[src/rtl/lpm_pkg.sv]
`timescale 1ns / 1ps
`default_nettype none
// ----------------------------------------------------------------------------
// lpm_pkg: shared types and constants of the longest prefix match router
// Route and command records, result codes and the prefix mask helper.
// ----------------------------------------------------------------------------
package lpm_pkg;

   localparam int TABLE_DEPTH    = 64;
   localparam int QUEUE_DEPTH    = 2;
   localparam int REQ_DATA_WIDTH = 120;
   localparam int RSP_DATA_WIDTH = 48;

   localparam logic [5:0] MAX_PREFIX_LEN = 6'd32;
   localparam logic [7:0] TTL_LAST_HOP   = 8'd1;

   typedef enum logic [2:0] {
      STAT_ADDED   = 3'd0,
      STAT_FULL    = 3'd1,
      STAT_FORWARD = 3'd2,
      STAT_NOROUTE = 3'd3,
      STAT_EXPIRED = 3'd4
   } status_type;

   typedef enum logic [0:0] {
      FUNC_ADD    = 1'b0,
      FUNC_LOOKUP = 1'b1
   } func_type;

   typedef struct packed {
      logic [31:0] prefix;
      logic [5:0]  len;
      logic        hop_valid;
      logic [31:0] hop_addr;
      logic [3:0]  port;
   } route_type;

   localparam int ROUTE_WIDTH = $bits(route_type);

   typedef struct packed {
      func_type    func;
      route_type   route;
      logic [31:0] dest;
      logic [7:0]  ttl;
   } cmd_type;

   // Packed so that status lands in the lowest bits of the result beat.
   typedef struct packed {
      logic [7:0]  ttl;
      logic [31:0] target;
      logic [3:0]  port;
      status_type  status;
   } result_type;

   // Mask of the len high-order bits; len is at most 32.
   function automatic logic [31:0] prefix_mask(input logic [5:0] len);
      prefix_mask = ~(32'hFFFF_FFFF >> len);
   endfunction

endpackage
`default_nettype wire

[src/rtl/lpm_ram.sv]
`timescale 1ns / 1ps
`default_nettype none
// ----------------------------------------------------------------------------
// lpm_ram: generic single-port-write, single-port-read RAM
// One write and one registered read per cycle.
// ----------------------------------------------------------------------------
module lpm_ram #(
   parameter int WIDTH = 8,
   parameter int DEPTH = 64,
   localparam int AW   = (DEPTH > 1) ? $clog2(DEPTH) : 1
) (
   input  wire logic             clock,
   input  wire logic             wr_en,
   input  wire logic [AW-1:0]    wr_addr,
   input  wire logic [WIDTH-1:0] wr_data,
   input  wire logic             rd_en,
   input  wire logic [AW-1:0]    rd_addr,
   output logic      [WIDTH-1:0] rd_data
);

   logic [WIDTH-1:0] mem_ff [DEPTH];
   logic [WIDTH-1:0] rd_data_ff;

   always_ff @(posedge clock) begin
      if (wr_en) begin
         mem_ff[wr_addr] <= wr_data;
      end
      if (rd_en) begin
         rd_data_ff <= mem_ff[rd_addr];
      end
   end

   assign rd_data = rd_data_ff;

endmodule
`default_nettype wire

[src/rtl/lpm_back.sv]
`timescale 1ns / 1ps
`default_nettype none
// ----------------------------------------------------------------------------
// lpm_back: route table and lookup engine
// Appends routes to the table RAM and scans it one entry per cycle for the
// longest matching prefix; the result waits in an output register.
// ----------------------------------------------------------------------------
module lpm_back #(
   parameter int TABLE_DEPTH = lpm_pkg::TABLE_DEPTH
) (
   input  wire logic                                clock,
   input  wire logic                                reset,
   input  wire logic                                cmd_valid,
   input  wire lpm_pkg::cmd_type                    cmd,
   output logic                                     cmd_pop,
   output logic                                     rsp_tvalid,
   input  wire logic                                rsp_tready,
   output logic [lpm_pkg::RSP_DATA_WIDTH-1:0]       rsp_tdata
);

   localparam int IW = (TABLE_DEPTH > 1) ? $clog2(TABLE_DEPTH) : 1;
   localparam int CW = $clog2(TABLE_DEPTH + 1);

   typedef enum logic [2:0] {
      BK_IDLE = 3'b001,
      BK_SCAN = 3'b010,
      BK_FIN  = 3'b100
   } bk_state_type;

   bk_state_type         state_ff, state_in;
   logic [CW-1:0]        count_ff, count_in;
   logic [CW-1:0]        idx_ff, idx_in;
   logic                 pend_ff, pend_in;
   logic                 found_ff, found_in;
   logic [5:0]           best_len_ff, best_len_in;
   logic [3:0]           best_port_ff, best_port_in;
   logic                 best_hop_valid_ff, best_hop_valid_in;
   logic [31:0]          best_hop_ff, best_hop_in;
   logic [31:0]          dest_ff, dest_in;
   logic [7:0]           ttl_ff, ttl_in;
   logic                 rsp_valid_ff, rsp_valid_in;
   lpm_pkg::result_type  rsp_data_ff, rsp_data_in;

   logic                 out_free;
   logic                 wr_en;
   logic                 rd_en;
   lpm_pkg::route_type   rd_route;
   logic [lpm_pkg::ROUTE_WIDTH-1:0] rd_bits;
   logic [31:0]          mask;
   logic                 hit;

   lpm_ram #(
      .WIDTH (lpm_pkg::ROUTE_WIDTH),
      .DEPTH (TABLE_DEPTH)
   ) u_table (
      .clock   (clock),
      .wr_en   (wr_en),
      .wr_addr (count_ff[IW-1:0]),
      .wr_data (cmd.route),
      .rd_en   (rd_en),
      .rd_addr (idx_ff[IW-1:0]),
      .rd_data (rd_bits)
   );

   assign rd_route = lpm_pkg::route_type'(rd_bits);
   assign mask     = lpm_pkg::prefix_mask(rd_route.len);
   assign hit      = ((rd_route.prefix & mask) == (dest_ff & mask));
   assign out_free = !rsp_valid_ff || rsp_tready;

   always_comb begin
      state_in          = state_ff;
      count_in          = count_ff;
      idx_in            = idx_ff;
      pend_in           = 1'b0;
      found_in          = found_ff;
      best_len_in       = best_len_ff;
      best_port_in      = best_port_ff;
      best_hop_valid_in = best_hop_valid_ff;
      best_hop_in       = best_hop_ff;
      dest_in           = dest_ff;
      ttl_in            = ttl_ff;
      rsp_valid_in      = rsp_valid_ff && !rsp_tready;
      rsp_data_in       = rsp_data_ff;
      cmd_pop           = 1'b0;
      wr_en             = 1'b0;
      rd_en             = 1'b0;

      case (state_ff)
         BK_IDLE: begin
            if (cmd_valid) begin
               if (cmd.func == lpm_pkg::FUNC_LOOKUP) begin
                  cmd_pop  = 1'b1;
                  dest_in  = cmd.dest;
                  ttl_in   = cmd.ttl;
                  found_in = 1'b0;
                  idx_in   = '0;
                  state_in = BK_SCAN;
               end else if (out_free) begin
                  cmd_pop      = 1'b1;
                  rsp_valid_in = 1'b1;
                  rsp_data_in  = '0;
                  if (count_ff != CW'(TABLE_DEPTH)) begin
                     wr_en              = 1'b1;
                     count_in           = count_ff + 1'b1;
                     rsp_data_in.status = lpm_pkg::STAT_ADDED;
                  end else begin
                     rsp_data_in.status = lpm_pkg::STAT_FULL;
                  end
               end
            end
         end
         BK_SCAN: begin
            // Read of entry idx issued now; its data is checked next cycle.
            if (idx_ff != count_ff) begin
               rd_en   = 1'b1;
               pend_in = 1'b1;
               idx_in  = idx_ff + 1'b1;
            end else if (!pend_ff) begin
               state_in = BK_FIN;
            end
            // Strictly longer wins, so ties keep the earlier entry.
            if (pend_ff && hit && (!found_ff || rd_route.len > best_len_ff)) begin
               found_in          = 1'b1;
               best_len_in       = rd_route.len;
               best_port_in      = rd_route.port;
               best_hop_valid_in = rd_route.hop_valid;
               best_hop_in       = rd_route.hop_addr;
            end
         end
         BK_FIN: begin
            if (out_free) begin
               rsp_valid_in = 1'b1;
               rsp_data_in  = '0;
               if (!found_ff) begin
                  rsp_data_in.status = lpm_pkg::STAT_NOROUTE;
               end else if (ttl_ff <= lpm_pkg::TTL_LAST_HOP) begin
                  rsp_data_in.status = lpm_pkg::STAT_EXPIRED;
               end else begin
                  rsp_data_in.status = lpm_pkg::STAT_FORWARD;
                  rsp_data_in.port   = best_port_ff;
                  rsp_data_in.target = best_hop_valid_ff ? best_hop_ff : dest_ff;
                  rsp_data_in.ttl    = ttl_ff - 8'd1;
               end
               state_in = BK_IDLE;
            end
         end
         default: begin
            state_in = BK_IDLE;
         end
      endcase
   end

   always_ff @(posedge clock) begin
      if (reset) begin
         state_ff     <= BK_IDLE;
         count_ff     <= '0;
         idx_ff       <= '0;
         pend_ff      <= 1'b0;
         found_ff     <= 1'b0;
         rsp_valid_ff <= 1'b0;
      end else begin
         state_ff     <= state_in;
         count_ff     <= count_in;
         idx_ff       <= idx_in;
         pend_ff      <= pend_in;
         found_ff     <= found_in;
         rsp_valid_ff <= rsp_valid_in;
      end
   end

   always_ff @(posedge clock) begin
      best_len_ff       <= best_len_in;
      best_port_ff      <= best_port_in;
      best_hop_valid_ff <= best_hop_valid_in;
      best_hop_ff       <= best_hop_in;
      dest_ff           <= dest_in;
      ttl_ff            <= ttl_in;
      rsp_data_ff       <= rsp_data_in;
   end

   assign rsp_tvalid = rsp_valid_ff;
   assign rsp_tdata  = {{(lpm_pkg::RSP_DATA_WIDTH - $bits(lpm_pkg::result_type)){1'b0}},
                        rsp_data_ff};

endmodule
`default_nettype wire

[config.mk]
export PLATFORM = sky130hd
export DESIGN_NAME = lpm_back
export DESIGN_NICKNAME = d
export VERILOG_FILES = /design/src/rtl/lpm_pkg.sv /design/src/rtl/lpm_ram.sv /design/src/rtl/lpm_back.sv
export SDC_FILE = /design/constraint.sdc
export NUM_CORES = 2
export LEC_CHECK = 0
export BUFFER_PORTS_ARGS = -buffer_cell sky130_fd_sc_hd__buf_2
export CAP_MARGIN = 20
export CORE_MARGIN = 10
export CORE_UTILIZATION = 30
export CTS_BUF_LIST = sky130_fd_sc_hd__clkbuf_4 sky130_fd_sc_hd__clkbuf_8
export DETAILED_ROUTE_END_ITERATION = 8
export PLACE_DENSITY_LB_ADDON = 0.12
export REMOVE_ABC_BUFFERS = 1
export SYNTH_ARGS = -nofsm -noshare
export SYNTH_HDL_FRONTEND = slang
export SYNTH_MEMORY_MAX_BITS = 65536
export SYNTH_SLANG_ARGS = --single-unit
[constraint.sdc]
create_clock -name clock -period 6.9 [get_ports clock]
set_input_delay 1.035 -clock clock [delete_from_list [all_inputs] [get_ports clock]]
set_output_delay 1.035 -clock clock [all_outputs]
set_load 0.02 [all_outputs]
==> results list <==
- First-pass GRT wire length: 868000 um
* Clock Sink Count: roughly 5000
- Kind of end point of the critical path: register
- Among all flip-flop cells after synthesis, the most frequent one is sky130_fd_sc_hd__edfxtp_1.
- Fillers: 58700
- The first TritonRoute pass finished after 6 iterations.
- The most numerous cell type found on the critical path is sky130_fd_sc_hd__buf_4.
* Die Y: 819 um
- The detail route stage leaves a number of antenna-violating nets equal to 0.
- Static timing analysis puts the maximum clock frequency at 218 MHz.
- Crit-path cells: and4bb_1 -> nor3b_1 -> buf_4 -> buf_4 -> nand2_1 -> nor2_1 -> nand3_1 -> nor2_4 -> buf_4
* Reported max-cap violation count: 0
- Wires add up to approximately 650000 um.
- For this run, the total global-route usage over all layers was measured as 0.188.
- Final worst clock skew: 0.113 ns
- The run finished with clean final reports.
- Clk_lat worst skew: 1.36 ns
* Crit Path Max Fanout: 30
- Average wire per standard cell: approximately 35 um
- Required time reported for the critical path endpoint: 7.83 ns
- Count of buffers added by post-CTS timing repair for setup: 0
* Register clock-pin slew on the reported worst setup and hold paths: 0.06 ns
* Cell area power density: around 280 mW/mm2
* Data arrival time of the critical path: between 5 and 6 ns
* Total number of H-tree levels: 6
- Total grt overflow: 0
- Final count of pins violating max slew: 0
- Area of the core: approximately 0.64 mm2
* CTS Buf Count: 847
* Summed instance area of the synthesized netlist: 0.191 mm2
* Number of library cell types mapped by synthesis: 62
* Effective utilization at floorplan: 0.301
- Portion of synthesized cell area occupied by the leading cell type: 0.785
- Placer congestion estimate: 0.770
- Averaged over all synthesized cells, the footprint is 23.6 um2.
- Post-synthesis async set-or-reset flop share: 0
* Core utilization of the finished layout: 0.350
- Setup repair after global routing missed its margin: no
- In the post-synthesis netlist, the biggest area contributors are sky130_fd_sc_hd__edfxtp_1 79%, sky130_fd_sc_hd__mux4_2 15%, sky130_fd_sc_hd__mux2i_1 0.76%.
- The cell count after synthesis came out at 8100.
- The worst setup path is of the register to register kind.
* Tightest Pin Transition: 1.21 ns
* Total Power: 62.2 mW
- Count of yosys warnings during synthesis: 0
* Number of cells after detailed placement: 16600
- No sink is reached through more buffers than the 4 on the longest clock path.
- The floorplan step defined a die boundary enclosing ~0.67 mm2.
* Setup Viol. Count Final: 0
- Final Critical Period: 4.59 ns
- Min-delay worst type: primary input to register
- Clock tree root buffer cell: sky130_fd_sc_hd__clkbuf_8
* # nets final: 9252
* Post-route cell area: 0.222 mm2
- TritonCTS built the clock tree.
- Summing all placed instances gives a cell area of roughly 0.2 mm2.
- Using the TritonRoute via totals, the vias-per-cell ratio works out to around 5.2.
- Measured against its own limit, the worst slew margin works out to 0.190.
* Post-route clock period utilization: 0.665
- Layout area overhead: 16.2%
- Measured along the x axis, the die boundary spans between 800 and 900 um.
- DP Wirelength: 372000 um
* Post-detailed-route DRC marker count: 0
- Seq/Total Area, Yosys: 0.788
- Non-filler instance count after layout: 18200
- EDFF count, synth: around 5000
- The initial antenna violation count was slightly below 90.
- Drt first-iter violations: approximately 11000
- CP Launch Type: register
* Boundary pin count: between 150 and 200
- For this design, the slowest cell found on the critical path is sky130_fd_sc_hd__nand3_1.
* CP max stage delay: 0.81 ns
- During placement, the flow inserted port buffers numbering roughly 170.
- P_leak: 66.6 nW
- The hold violation total from the final report was 0.
- Largest net degree at the start of global routing: 87
* Ratio of cells with drive above 1 in the final layout: 0.338
* Row count: 293
- Largest area contributor in the synthesized netlist: sky130_fd_sc_hd__edfxtp_1
* Final hold slack: roughly 0.14 ns
- Maximum ir drop on the vdd rail: 220 uV
- Synthesis-stage register bit count: approximately 5000
* Via count: ~94000
- Via count of the first global-routing pass: just under 100k
[metal layers]
metal  GRT usage  share of wire  routed length (um)  vias to the layer above
li1            -              -                   -                    37000
met1       0.261           0.43              280000                    52600
met2       0.307           0.48              310000                     3634
met3      0.0368          0.066               42900                      840
met4      0.0395          0.021               13800                        8
met5           0       0.000073                  47                        -
[sequential cells by signal, indices dropped and copies added, names as in the netlist]
name	count
u_table.mem_ff	4800
u_table.rd_data	75
rsp_tdata	47
best_hop_ff	32
dest_ff	32
ttl_ff	8
count_ff	7
idx_ff	7
best_len_ff	6
best_port_ff	4
state_ff	3
best_hop_valid_ff	1
found_ff	1
pend_ff	1
rsp_tvalid	1
[cell usage after synthesis, types with 5 or more instances]
master	count
sky130_fd_sc_hd__nor2_1	159
sky130_fd_sc_hd__o211ai_1	13
sky130_fd_sc_hd__edfxtp_1	5005
sky130_fd_sc_hd__nor4_1	8
sky130_fd_sc_hd__and3_1	5
sky130_fd_sc_hd__xnor2_1	22
sky130_fd_sc_hd__a32oi_1	5
sky130_fd_sc_hd__clkbuf_1	144
sky130_fd_sc_hd__a22oi_1	157
sky130_fd_sc_hd__mux4_2	1315
sky130_fd_sc_hd__mux2_2	35
sky130_fd_sc_hd__a221oi_1	27
sky130_fd_sc_hd__nand3_1	60
sky130_fd_sc_hd__a211o_1	7
sky130_fd_sc_hd__nor3_1	11
sky130_fd_sc_hd__buf_6	22
sky130_fd_sc_hd__nand2_1	102
sky130_fd_sc_hd__o22ai_1	16
sky130_fd_sc_hd__or2_2	8
sky130_fd_sc_hd__buf_4	80
sky130_fd_sc_hd__a21oi_1	113
sky130_fd_sc_hd__o21ai_0	76
sky130_fd_sc_hd__o21ai_1	16
sky130_fd_sc_hd__nor2b_1	80
sky130_fd_sc_hd__a211oi_1	83
sky130_fd_sc_hd__ha_1	11
sky130_fd_sc_hd__buf_2	184
sky130_fd_sc_hd__and2_1	11
sky130_fd_sc_hd__buf_1	21
sky130_fd_sc_hd__nand2b_1	8
sky130_fd_sc_hd__o2111ai_1	7
sky130_fd_sc_hd__xor2_1	34
sky130_fd_sc_hd__mux2i_1	145
sky130_fd_sc_hd__a22o_1	22
sky130_fd_sc_hd__inv_1	19
sky130_fd_sc_hd__dfxtp_1	20
[repair_timing]
action,CTS,global route
resized for setup,0,0
hold endpoints to repair,40,1
hold buffers,40,1
[kinds of logic after synthesis]
kind of cell | Yosys count | synth area share
flip-flops | 5025 | 0.788
multiplexers | 1495 | 0.164
AO/OA/AOI/OAI | 566 | 0.0200
AND/OR/NAND/NOR | 475 | 0.0119
buffers and inverters | 471 | 0.0129
XOR/XNOR | 56 | 0.00256
adder cells (fa/ha/maj) | 11 | 0.000719
other | 1 | 0.0000196
[power breakdown]
part	switching (mW)	internal [mW]	total (mW)
combinational	1.53	0.614	2.15
sequential	0.179	33.9	34.1
clock	12.4	13.6	26.0
total	14.2	48.1	62.2
[final cells by class]
cell class | count | area, um2 | area share
flip-flops and latches | 5025 | 151000 | 0.678
multi-input cells | 2604 | 38800 | 0.175
clock buffers | 1126 | 13800 | 0.0622
well taps | 8407 | 10500 | 0.0473
repair buffers | 623 | 5940 | 0.0267
clock inverters | 415 | 2420 | 0.0109
inverters | 20 | 75.1 | 0.000338
diodes | 26 | 65.1 | 0.000293
[worst paths after layout]
kind | start | to | slack (ns) | cells after the start
hold reg to reg | u_table.rd_data[30] | best_hop_ff[26] | 0.40 | 0
setup reg to reg | state_ff[2] | u_table.mem_ff[3][68] | 2.31 | 9
setup / recovery | state_ff[2] | u_table.mem_ff[3][68] | 2.31 | 9
hold / removal | cmd[44] | u_table.mem_ff[17][4] | 0.14 | 1
[cells in the final DEF, fill, tap and decap left out, types with 60 or more instances in the layout]
master                        n
sky130_fd_sc_hd__buf_2      167
sky130_fd_sc_hd__nor2_1      92
sky130_fd_sc_hd__a22oi_1    157
sky130_fd_sc_hd__nand3_1     60
sky130_fd_sc_hd__clkbuf_8   861
sky130_fd_sc_hd__buf_4      288
sky130_fd_sc_hd__o21ai_0     76
sky130_fd_sc_hd__a211oi_1    83
sky130_fd_sc_hd__clkinv_2    86
sky130_fd_sc_hd__buf_12     121
sky130_fd_sc_hd__nor2b_1     70
sky130_fd_sc_hd__a21oi_1    113
sky130_fd_sc_hd__clkbuf_4   266
sky130_fd_sc_hd__clkinv_1   261
sky130_fd_sc_hd__mux4_2    1315
sky130_fd_sc_hd__nor2_4      66
sky130_fd_sc_hd__nand2_1    101
sky130_fd_sc_hd__mux2i_1    145
sky130_fd_sc_hd__edfxtp_1  5005
[critical path, delay by kind of cell (launching register included)]
family | cells | cell delay [ns]
and+or+nand+nor | 6 | 2.69
buffers and inverters | 3 | 1.02
DFF | 1 | 0.39
[through the flow]
stage | setup WS (ns) | TNS, ns
4_1_cts | 2.47 | 0
5_1_grt | 2.22 | 0
2_1_floorplan | -49.02 | -7031.55
6_report | 2.31 | 0
3_3_place_gp | 0.907 | 0
3_5_place_dp | 1.85 | 0
No activity file was read; power rests on OpenSTA's default activity.
