<file path="src/rtl/lpm_pkg.sv">
`timescale 1ns / 1ps
`default_nettype none
// ----------------------------------------------------------------------------
// lpm_pkg: shared types and constants of the longest prefix match router
// Route and command records, result codes and the prefix mask helper.
// ----------------------------------------------------------------------------
package lpm_pkg;

   localparam int TABLE_DEPTH    = 64;
   localparam int QUEUE_DEPTH    = 2;
   localparam int REQ_DATA_WIDTH = 120;
   localparam int RSP_DATA_WIDTH = 48;

   localparam logic [5:0] MAX_PREFIX_LEN = 6'd32;
   localparam logic [7:0] TTL_LAST_HOP   = 8'd1;

   typedef enum logic [2:0] {
      STAT_ADDED   = 3'd0,
      STAT_FULL    = 3'd1,
      STAT_FORWARD = 3'd2,
      STAT_NOROUTE = 3'd3,
      STAT_EXPIRED = 3'd4
   } status_type;

   typedef enum logic [0:0] {
      FUNC_ADD    = 1'b0,
      FUNC_LOOKUP = 1'b1
   } func_type;

   typedef struct packed {
      logic [31:0] prefix;
      logic [5:0]  len;
      logic        hop_valid;
      logic [31:0] hop_addr;
      logic [3:0]  port;
   } route_type;

   localparam int ROUTE_WIDTH = $bits(route_type);

   typedef struct packed {
      func_type    func;
      route_type   route;
      logic [31:0] dest;
      logic [7:0]  ttl;
   } cmd_type;

   // Packed so that status lands in the lowest bits of the result beat.
   typedef struct packed {
      logic [7:0]  ttl;
      logic [31:0] target;
      logic [3:0]  port;
      status_type  status;
   } result_type;

   // Mask of the len high-order bits; len is at most 32.
   function automatic logic [31:0] prefix_mask(input logic [5:0] len);
      prefix_mask = ~(32'hFFFF_FFFF >> len);
   endfunction

endpackage
`default_nettype wire

</file>
<file path="src/rtl/lpm_front.sv">
`timescale 1ns / 1ps
`default_nettype none
// ----------------------------------------------------------------------------
// lpm_front: request intake and command queue
// Decodes request beats into route or lookup commands and buffers them.
// ----------------------------------------------------------------------------
module lpm_front (
   input  wire logic                                   clock,
   input  wire logic                                   reset,
   input  wire logic                                   req_tvalid,
   output logic                                        req_tready,
   input  wire logic [lpm_pkg::REQ_DATA_WIDTH-1:0]     req_tdata,
   input  wire logic [0:0]                             req_tuser,
   output logic                                        cmd_valid,
   output lpm_pkg::cmd_type                            cmd,
   input  wire logic                                   cmd_pop
);

   localparam int QW = (lpm_pkg::QUEUE_DEPTH > 1) ? $clog2(lpm_pkg::QUEUE_DEPTH) : 1;
   localparam int FW = $clog2(lpm_pkg::QUEUE_DEPTH + 1);

   lpm_pkg::cmd_type queue_ff [lpm_pkg::QUEUE_DEPTH];
   logic [QW-1:0]    wr_ptr_ff, wr_ptr_in;
   logic [QW-1:0]    rd_ptr_ff, rd_ptr_in;
   logic [FW-1:0]    fill_ff, fill_in;
   logic             push;
   lpm_pkg::cmd_type new_cmd;
   logic [5:0]       raw_len;

   // Field decode; lengths above 32 are stored as 32.
   always_comb begin
      raw_len                 = req_tdata[37:32];
      new_cmd.func            = lpm_pkg::func_type'(req_tuser[0]);
      new_cmd.route.prefix    = req_tdata[31:0];
      new_cmd.route.len       = (raw_len > lpm_pkg::MAX_PREFIX_LEN) ?
                                lpm_pkg::MAX_PREFIX_LEN : raw_len;
      new_cmd.route.hop_valid = req_tdata[38];
      new_cmd.route.hop_addr  = req_tdata[38] ? req_tdata[70:39] : 32'd0;
      new_cmd.route.port      = req_tdata[74:71];
      new_cmd.dest            = req_tdata[106:75];
      new_cmd.ttl             = req_tdata[114:107];
   end

   assign req_tready = (fill_ff != FW'(lpm_pkg::QUEUE_DEPTH));
   assign push       = req_tvalid && req_tready;
   assign cmd_valid  = (fill_ff != '0);
   assign cmd        = queue_ff[rd_ptr_ff];

   always_comb begin
      wr_ptr_in = wr_ptr_ff;
      rd_ptr_in = rd_ptr_ff;
      fill_in   = fill_ff;
      if (push) begin
         wr_ptr_in = (wr_ptr_ff == QW'(lpm_pkg::QUEUE_DEPTH - 1)) ? '0 : wr_ptr_ff + 1'b1;
      end
      if (cmd_pop) begin
         rd_ptr_in = (rd_ptr_ff == QW'(lpm_pkg::QUEUE_DEPTH - 1)) ? '0 : rd_ptr_ff + 1'b1;
      end
      if (push && !cmd_pop) begin
         fill_in = fill_ff + 1'b1;
      end else if (!push && cmd_pop) begin
         fill_in = fill_ff - 1'b1;
      end
   end

   always_ff @(posedge clock) begin
      if (reset) begin
         wr_ptr_ff <= '0;
         rd_ptr_ff <= '0;
         fill_ff   <= '0;
      end else begin
         wr_ptr_ff <= wr_ptr_in;
         rd_ptr_ff <= rd_ptr_in;
         fill_ff   <= fill_in;
      end
   end

   always_ff @(posedge clock) begin
      if (push) begin
         queue_ff[wr_ptr_ff] <= new_cmd;
      end
   end

endmodule
`default_nettype wire

</file>
<file path="config.mk">
export PLATFORM = sky130hd
export DESIGN_NAME = lpm_front
export DESIGN_NICKNAME = d
export VERILOG_FILES = /design/src/rtl/lpm_pkg.sv /design/src/rtl/lpm_front.sv
export SDC_FILE = /design/constraint.sdc
export NUM_CORES = 1
export LEC_CHECK = 0
export BUFFER_PORTS_ARGS = -buffer_cell sky130_fd_sc_hd__buf_4
export CAP_MARGIN = 10
export CORE_AREA = 3 3 146 148
export CTS_CLUSTER_SIZE = 20
export DETAILED_ROUTE_END_ITERATION = 10
export DIE_AREA = 0 0 149 151
export PLACE_DENSITY = 0.72
export SLEW_MARGIN = 40
export SYNTH_ARGS = -nofsm -noshare
export SYNTH_HDL_FRONTEND = slang
export SYNTH_SLANG_ARGS = --single-unit
export TNS_END_PERCENT = 30
</file>
<file path="constraint.sdc">
create_clock -name clock -period 3.5 [get_ports clock]
set_input_delay 0.175 -clock clock [delete_from_list [all_inputs] [get_ports clock]]
set_output_delay 0.175 -clock clock [all_outputs]
set_load 0.01 [all_outputs]
</file>
==> flow_summary.json, run 1 <==
{
  "grt_antenna_before_repair": 0,
  "vias": 5187,
  "detailedRoute.firstPassIterationCount": 4,
  "timing.final.crit_period_ns": 2.14,
  "post_drt_via_cell_ratio": 4.81,
  "wl_mm": 19.3,
  "required_ns": 3.32,
  "r2r-start": "fill_ff[0]",
  "die-area_mm2": 0.0225,
  "drt.antenna.violating_nets": 0,
  "netlist-cell-type-count": 22,
  "drt-wirelength-per-cell_um": 17.9,
  "critical_path_class": "reg2out",
  "crit_arrival_ns": 1.97,
  "fp.dieH_um": 151,
  "post_synth.cell_area_avg_um2": 21.1,
  "fp-row-count": 52,
  "max_cap_viols": 0,
  "reg_to_reg_end": "queue_ff[0][79]",
  "share_of_the_core_filled_with_cells_pct": 64.5,
  "gpl.final_weighted_congestion": 0.729,
  "clockRootBuffer": "clkbuf_16",
  "power_density_mw_per_mm2": 563,
  "final_common_cell": "buf_4",
  "grtUsageTotal_pct": 16.5,
  "whs_ns": 0.0241,
  "antenna_cells_inserted": 0,
  "path_depth": 3,
  "ctsHtreeMaxLevel": 1,
  "power_uw": 7320,
  "coreArea_mm2": 0.0202,
  "design.portCount": 243,
  "clk_pin_slew_ns": 0.06,
  "drt-initial-drc-count": 179,
  "yosysWarningCount": 0,
  "timing.critical_path.mode_cell": "buf_4",
  "seq_area_frac_synth_pct": 78.6,
  "timing.critical_path.max_delay_family": "flip-flops",
  "worstPathBufferInverterCount": 2,
  "grt_max_degree": 58,
  "setup_clock_skew_after_layout_ns": 0.00648,
  "dpl.hpwl_mm": 11.5,
  "cts.sink_count": 237,
  "critPathSlowestCell": "dfxtp_4",
  "rsz_0062_raised_after_global_routing": "false",
  "insertion_delay_ns": 0.50,
  "synth_fp_nets": 552,
  "totalNegativeSetupSlack_ns": 0,
  "setup_violations": 0,
  "r2r_setup_slack_ns": 1.52,
  "cp-end-kind": "output pin",
  "vdd.ir_drop.worst_uv": 422,
  "max_slew_margin_pct": 61.7,
  "cts_buffers": 25,
  "cts_tree": "yes",
  "syn-instance-count": 426,
  "most-common-layout-cells": "buf_4 (241), edfxtp_1 (232), dlygate4sd3_1 (111), mux2_2 (76), mux2_4 (40)",
  "p_leak_uw": 0.00500,
  "ctsLongestPathBuffers": 3,
  "hp-class": "in2reg",
  "cp_cell_sequence": "buf_4 -> mux2_2 -> buf_4",
  "design_area_mm2": 0.0130,
  "initial_core_util_pct": 44.6,
  "layout-drive-gt1-share_pct": 49.1,
  "crit_path_end": "cmd[22]",
  "grt-ovfl-total": 0,
  "final_period_util_pct": 61.2,
  "detail_route.drc_violations": 0,
  "vias_in_the_first_global_route": 5672,
  "worst_path_largest_cell_delay_ns": 0.61,
  "postSynthRegisterBits": 237,
  "place.port_buffers": 237,
  "placedInstanceArea_mm2": 0.0111,
  "tightestPinTransition_ns": 0.575,
  "reg2regPathDepth": 4,
  "maximum_achievable_frequency_mhz": 467,
  "area_growth_syn_to_layout_pct": 44.6,
  "hold_viol": 0,
  "netlist_area_mm2": 0.00899,
  "grt_pass1_wl_mm": 29.7,
  "postCtsResizedCells": 0,
  "nets": 918,
  "die_width_um": 149,
  "timing.final.max_slew_violations": 0,
  "worst_setup_path_start_kind": "register",
  "crit_path_max_fanout": 21,
  "run_status": "complete, no violations"
}
==> state kept, by name (all words and copies together), names as in the netlist, named ones only <==
signal     flops
fill_ff        2
queue_ff     232
rd_ptr_ff      1
wr_ptr_ff      1
==> kinds of logic after synthesis <==
logic type	count (synthesis)	share of synthesized area [%]
buf+inv	19	1.39
fa+ha+maj	1	0.139
flops	237	78.6
xor+xnor	3	0.292
simple gates	46	3.13
mux	116	16.2
compound gates	4	0.278
==> timing repair <==
action                                  in CTS  in global routing
hold buffers                               111                  0
buffers inserted                             0                  0
endpoints found under the setup margin       0                  0
hold endpoints to repair                   219                  0
==> final cells by class <==
cell class	count	area, µm²
Inverter	2	10.0
Sequential cell	237	7070
Tap cell	270	338
Multi-Input combinational cell	170	1810
Timing Repair Buffer	356	3000
Fill cell	1380	7160
Clock buffer	36	667
Clock inverter	8	115
==> Yosys cell counts <==
library cell | instances | area share (%)
a21bo_2 | 1 | 0.11
a21oi_1 | 2 | 0.11
and2_1 | 33 | 2.3
and3_1 | 1 | 0.070
buf_2 | 7 | 0.39
buf_6 | 6 | 0.75
clkbuf_1 | 4 | 0.17
dfxtp_1 | 5 | 1.1
edfxtp_1 | 232 | 77
ha_1 | 1 | 0.14
inv_1 | 2 | 0.084
mux2_2 | 76 | 9.5
mux2_4 | 40 | 6.7
nand2b_1 | 1 | 0.070
nand3b_1 | 1 | 0.084
nor2_1 | 3 | 0.13
nor2b_1 | 5 | 0.35
o21ai_0 | 1 | 0.056
or2_2 | 1 | 0.070
or3_1 | 1 | 0.070
xnor2_1 | 1 | 0.097
xor2_1 | 2 | 0.19
==> metrics by stage <==
stage	setup WS, ns	instances
after global routing	1.27	1079
final	1.36	1079
after global placement	1.45	923
after floorplan	0.0697	426
after detailed placement	1.51	924
after CTS	1.29	1079
==> routing by layer <==
metal	vias up	wire length, µm	global-route usage (%)
li1	2382	-	-
met2	187	10200	30.3
met3	31	1440	4.28
met5	-	0	0
met4	0	354	3.94
met1	2587	7330	19.4
==> worst min-delay path by stage <==
| stage | from | to | slack [ns] | depth (start not counted) |
|---|---|---|---|---|
| after floorplan | reset | fill_ff[1] | 0.24 | 1 |
| after global placement | req_tdata[110] | queue_ff[1][3] | 0.36 | 1 |
| after detailed placement | req_tdata[10] | queue_ff[0][93] | 0.36 | 1 |
| after CTS | req_tdata[45] | queue_ff[1][50] | 0.004 | 2 |
| after global routing | req_tdata[45] | queue_ff[1][50] | 0.02 | 2 |
| final | req_tdata[45] | queue_ff[1][50] | 0.02 | 2 |
==> power breakdown <==
| group | internal [µW] | switching, µW | total (µW) |
|---|---|---|---|
| Combinational | 695 | 566 | 1260 |
| Clock | 1540 | 995 | 2530 |
| Sequential | 3450 | 81.7 | 3530 |
| Total | 5680 | 1640 | 7320 |
Note: power is estimated with default switching activity, not from simulation.
==> inputs of run 2 (changes only) <==
==> constraint.sdc (replaced) <==
create_clock -name clock -period 1.8 [get_ports clock]
set_input_delay 0.09 -clock clock [delete_from_list [all_inputs] [get_ports clock]]
set_output_delay 0.09 -clock clock [all_outputs]
set_load 0.01 [all_outputs]
==> flow_summary.json, run 2 (same netlist as run 1, synthesis figures left out) <==
{
  "fin_ws_ns": -0.0133,
  "timing.final.crit_period_ns": 1.81,
  "violations_in_the_final_reports": "negative setup slack",
  "post_drt_via_cell_ratio": 4.78,
  "insertion_delay_ns": 0.51,
  "min_from": "req_tdata[104]",
  "grt_antenna_before_repair": 1,
  "coreArea_mm2": 0.0202,
  "final_common_cell": "edfxtp_1",
  "critPathSlowestCell": "dfxtp_4",
  "hp-class": "in2reg",
  "pre_cts_ws_ns": 0.267,
  "tightestPinTransition_ns": 0.395,
  "detail_route.drc_violations": 0,
  "fp-row-count": 52,
  "r2r-start": "fill_ff[0]",
  "drt-initial-drc-count": 181,
  "fp.dieH_um": 151,
  "path_depth": 4,
  "drt-wirelength-per-cell_um": 19.3,
  "grt_pass1_wl_mm": 29.2,
  "cp_cell_sequence": "buf_6 -> clkbuf_16 -> mux2_2 -> buf_4",
  "p_leak_uw": 0.00544,
  "reg2regPathDepth": 5,
  "placedCellCount": 925,
  "power_density_mw_per_mm2": 1050,
  "detailedRoute.firstPassIterationCount": 4,
  "die_width_um": 149,
  "maximum_achievable_frequency_mhz": 551,
  "timing.critical_path.max_delay_family": "buffers and inverters",
  "crit_arrival_ns": 1.72,
  "die-area_mm2": 0.0225,
  "drt.antenna.violating_nets": 0,
  "setup_violations": 13,
  "worstPathBufferInverterCount": 3,
  "place.port_buffers": 237,
  "final_period_util_pct": 101,
  "cts_buffers": 24,
  "top_regs": "queue_ff (232), fill_ff (2)",
  "layout-drive-gt1-share_pct": 50.2,
  "hold_viol": 0,
  "clockRootBuffer": "clkbuf_16",
  "ctsLongestPathBuffers": 3,
  "worst_path_largest_cell_delay_ns": 0.43,
  "timing.final.max_slew_violations": 0,
  "cts_tree": "yes",
  "critical_path_class": "reg2out",
  "grt-ovfl-total": 0,
  "vdd.ir_drop.worst_uv": 880,
  "rsz_0062_raised_after_global_routing": "true",
  "dpl.hpwl_mm": 11.4,
  "design.portCount": 243,
  "max_cap_viols": 0,
  "most-common-layout-cells": "edfxtp_1 (232), buf_4 (164), dlygate4sd3_1 (120), mux2_4 (83), buf_6 (80)",
  "final_cells": 1105,
  "ctsHtreeMaxLevel": 1,
  "initial_core_util_pct": 44.6,
  "grt_max_degree": 62,
  "worst_setup_path_start_kind": "register",
  "required_ns": 1.71,
  "vias": 5283,
  "whs_path_depth": 2,
  "nets": 942,
  "vias_in_the_first_global_route": 5689,
  "cp-end-kind": "output pin",
  "grtUsageTotal_pct": 16.3,
  "register_with_the_most_flip_flops": "queue_ff",
  "gpl.final_weighted_congestion": 0.728,
  "clk_pin_slew_ns": 0.06,
  "setup_clock_skew_after_layout_ns": 0.00681,
  "max_slew_margin_pct": 73.7,
  "share_of_the_core_filled_with_cells_pct": 68.7,
  "wl_mm": 21.3,
  "area_growth_syn_to_layout_pct": 54.1,
  "run_status": "finished, violations left",
  "largest_register_ffs": 232,
  "cts.sink_count": 237,
  "crit_path_max_fanout": 8
}
[run 2: changes by cell type in the layout (fill, tap and decap cells not counted), sizes merged]
cell	change
clkbuf	-1
dlygate4sd3	+9
buf	+9
clkinvlp	+1
bufinv	-2
clkinv	+10
inv	-1
diode	+1
[run 2: final cells by class]
type | count | area, µm²
well taps | 270 | 338
flip-flops and latches | 237 | 7070
repair buffers | 381 | 3710
inverters | 2 | 11.3
multi-input cells | 170 | 1980
diodes | 1 | 2.50
clock inverters | 16 | 111
clock buffers | 28 | 637
fillers | 1276 | 6310
[run 2: per-layer routing]
layer  share of wire (%)  GRT usage (%)  vias to the layer above
met5                   0              0                        -
met4                 2.0           4.99                        0
met3                 7.3           4.88                       38
met2                  52           29.8                      206
met1                  38           18.6                     2608
li1                    -              -                     2431
[run 2: power breakdown]
| group | internal (µW) | switching [µW] |
|---|---|---|
| registers | 6710 | 157 |
| clock network | 2680 | 2010 |
| logic | 1750 | 1270 |
| total | 11100 | 3440 |
[run 2: final timing paths]
kind | to | slack (ns)
worst max-delay path | cmd[89] | -0.01
worst min-delay path | queue_ff[0][37] | 0.31
worst max register to register | fill_ff[1] | 0.25
worst min register to register | rd_ptr_ff | 0.52
[run 2: what timing repair did]
item,CTS,global route
endpoints found under the hold margin,237,0
gates cloned,0,12
hold buffers,120,0
buffers inserted,0,3
resized for setup,31,93
pin swaps,0,0
endpoints found under the setup margin,52,81
[run 2: stage by stage]
stage,TNS (ns),power [µW],area (µm²),hold slack [ns]
6_report,-0.0918,14600,13900,0.311
5_1_grt,-3.81,15200,13900,0.291
4_1_cts,-2.89,14300,13200,0.285
3_5_place_dp,0,9280,11200,0.278
3_3_place_gp,0,9200,11200,0.275
2_1_floorplan,-178.78,8130,9010,0.155
==> inputs of run 3 (changes only) <==
--- a/config.mk
+++ b/config.mk
@@ -11,7 +11,7 @@
 export CTS_CLUSTER_SIZE = 20
 export DETAILED_ROUTE_END_ITERATION = 10
 export DIE_AREA = 0 0 149 151
-export PLACE_DENSITY = 0.72
+export PLACE_DENSITY = 0.69
 export SLEW_MARGIN = 40
 export SYNTH_ARGS = -nofsm -noshare
 export SYNTH_HDL_FRONTEND = slang
==> constraint.sdc (replaced) <==
create_clock -name clock -period 1.81 [get_ports clock]
set_input_delay 0.0905 -clock clock [delete_from_list [all_inputs] [get_ports clock]]
set_output_delay 0.0905 -clock clock [all_outputs]
set_load 0.01 [all_outputs]
==> flow_summary.json, run 3 (same netlist as run 1, synthesis figures left out) <==
{
  "grt_use_met3_pct": 5.27,
  "hold_viol": 0,
  "whs_ns": 0.0146,
  "placedInstanceArea_mm2": 0.0112,
  "dpl.hpwl_mm": 11.3,
  "grt-ovfl-total": 0,
  "drt-wirelength-per-cell_um": 19.2,
  "crit_path_max_fanout": 8,
  "clockRootBuffer": "clkbuf_16",
  "die-area_mm2": 0.0225,
  "wl_mm": 21.1,
  "layout-drive-gt1-share_pct": 50.1,
  "maximum_achievable_frequency_mhz": 550,
  "cts_buffers": 25,
  "crit_arrival_ns": 1.73,
  "rsz_0062_raised_after_global_routing": "true",
  "timing.final.max_slew_violations": 0,
  "final_period_util_pct": 101,
  "antenna_cells_inserted": 0,
  "largest_register_ffs": 232,
  "design_area_mm2": 0.0139,
  "power_switching_uw": 3350,
  "required_ns": 1.72,
  "run_status": "finished, violations left",
  "coreArea_mm2": 0.0202,
  "power_density_mw_per_mm2": 1070,
  "worst_setup_path_start_kind": "register",
  "share_seq_of_total_power_pct": 46.0,
  "ctsLongestPathBuffers": 3,
  "design.portCount": 243,
  "power_uw": 14800,
  "violations_in_the_final_reports": "negative setup slack",
  "setup_violations": 3,
  "die_width_um": 149,
  "setup_clock_skew_after_layout_ns": 0.00919,
  "share_of_the_core_filled_with_cells_pct": 69.0,
  "area_growth_syn_to_layout_pct": 54.8,
  "fp.dieH_um": 151,
  "p_int_uw": 11500,
  "detail_route.drc_violations": 0,
  "global_route.peak_usage_layer": "met2",
  "grtUsageTotal_pct": 15.8,
  "fin_ws_ns": -0.00939,
  "insertion_delay_ns": 0.50,
  "max_slew_margin_pct": 74.3,
  "grt_pass1_wl_mm": 28.4,
  "final_common_cell": "edfxtp_1",
  "drt-initial-drc-count": 210,
  "timing.final.crit_period_ns": 1.82,
  "vias": 5261,
  "gr-usage-met1_pct": 18.2,
  "place.port_buffers": 237,
  "pre_cts_ws_ns": 0.271,
  "gpl.final_weighted_congestion": 0.716,
  "fp-row-count": 52,
  "ctsHtreeMaxLevel": 1,
  "critPathSlowestCell": "dfxtp_4",
  "global_route.usage.met2_pct": 28.3,
  "grt_max_degree": 75,
  "most-common-layout-cells": "edfxtp_1 (232), buf_4 (171), dlygate4sd3_1 (118), mux2_4 (89), buf_6 (67)",
  "hp-class": "in2reg",
  "vias_in_the_first_global_route": 5651,
  "cts_tree": "yes",
  "cts.sink_count": 237,
  "post_drt_via_cell_ratio": 4.79,
  "drt.antenna.violating_nets": 0,
  "p_leak_uw": 0.00547,
  "cp-end-kind": "output pin",
  "vdd.ir_drop.worst_uv": 776,
  "sw_frac_of_total_pct": 22.6,
  "clockPowerShare_pct": 33.7,
  "worst_path_largest_cell_delay_ns": 0.42,
  "clk_pin_slew_ns": 0.05,
  "grt_antenna_before_repair": 0,
  "detailedRoute.firstPassIterationCount": 4,
  "max_cap_viols": 0,
  "p_comb_share_pct": 20.3,
  "register_with_the_most_flip_flops": "queue_ff",
  "initial_core_util_pct": 44.6,
  "tightestPinTransition_ns": 0.386,
  "top_regs": "queue_ff (232), fill_ff (2)",
  "critical_path_class": "reg2out",
  "nets": 940,
  "cp_cell_sequence": "buf_12 -> clkbuf_16 -> mux2_4 -> buf_6"
}
-- run 3: cell type report --
type	count	area [µm²]
clock inverter	14	165
timing repair buffer	378	3700
inverter	2	11.3
tap	270	338
clock buffer	28	637
multi-input combinational	170	2000
fill	1279	6250
sequential	237	7070
-- run 3: power groups by stage --
stage	clock (µW)	combinational [µW]	sequential, µW
2_1_floorplan	0	1180	6900
3_3_place_gp	0	2280	6880
3_5_place_dp	0	2310	6920
4_1_cts	5110	2550	6810
5_1_grt	5350	3210	6860
6_report	5010	3010	6820
-- run 3: critical path, delay by kind of cell, from the launching register on --
family | cells | cell delay, ns
buffers and inverters | 3 | 0.48
DFF | 1 | 0.42
muxes | 1 | 0.31
-- run 3: path summary, 6_finish.rpt --
| kind | startpoint | end | slack (ns) | cells after the start |
|---|---|---|---|---|
| max | register | cmd[108] | -0.009 | 4 |
| min | req_tdata[38] | queue_ff[1][76] | 0.01 | 1 |
| max reg2reg | fill_ff[0] | fill_ff[1] | 0.26 | 5 |
| min reg2reg | rd_ptr_ff | register | 0.54 | 2 |
-- run 3: per-layer routing --
metal  wire, µm  part of all wire, %
met1       7820                   37
met3       1770                  8.4
met5          0                    0
met2      11100                   52
met4        426                  2.0
-- run 3: repair_timing --
action / in CTS / in global routing
pin swaps: 0 / 0
hold endpoints to repair: 235 / 0
setup endpoints to repair: 82 / 114
buffers inserted: 0 / 3
gates cloned: 0 / 13
hold buffers: 118 / 0
gates resized for setup: 7 / 124
-- run 3: per-stage QoR --
stage / setup TNS (ns) / cells
2_1_floorplan: -176.46 / 426
3_3_place_gp: 0 / 923
3_5_place_dp: 0 / 923
4_1_cts: -6.68 / 1083
5_1_grt: -1.67 / 1099
6_report: -0.0135 / 1099
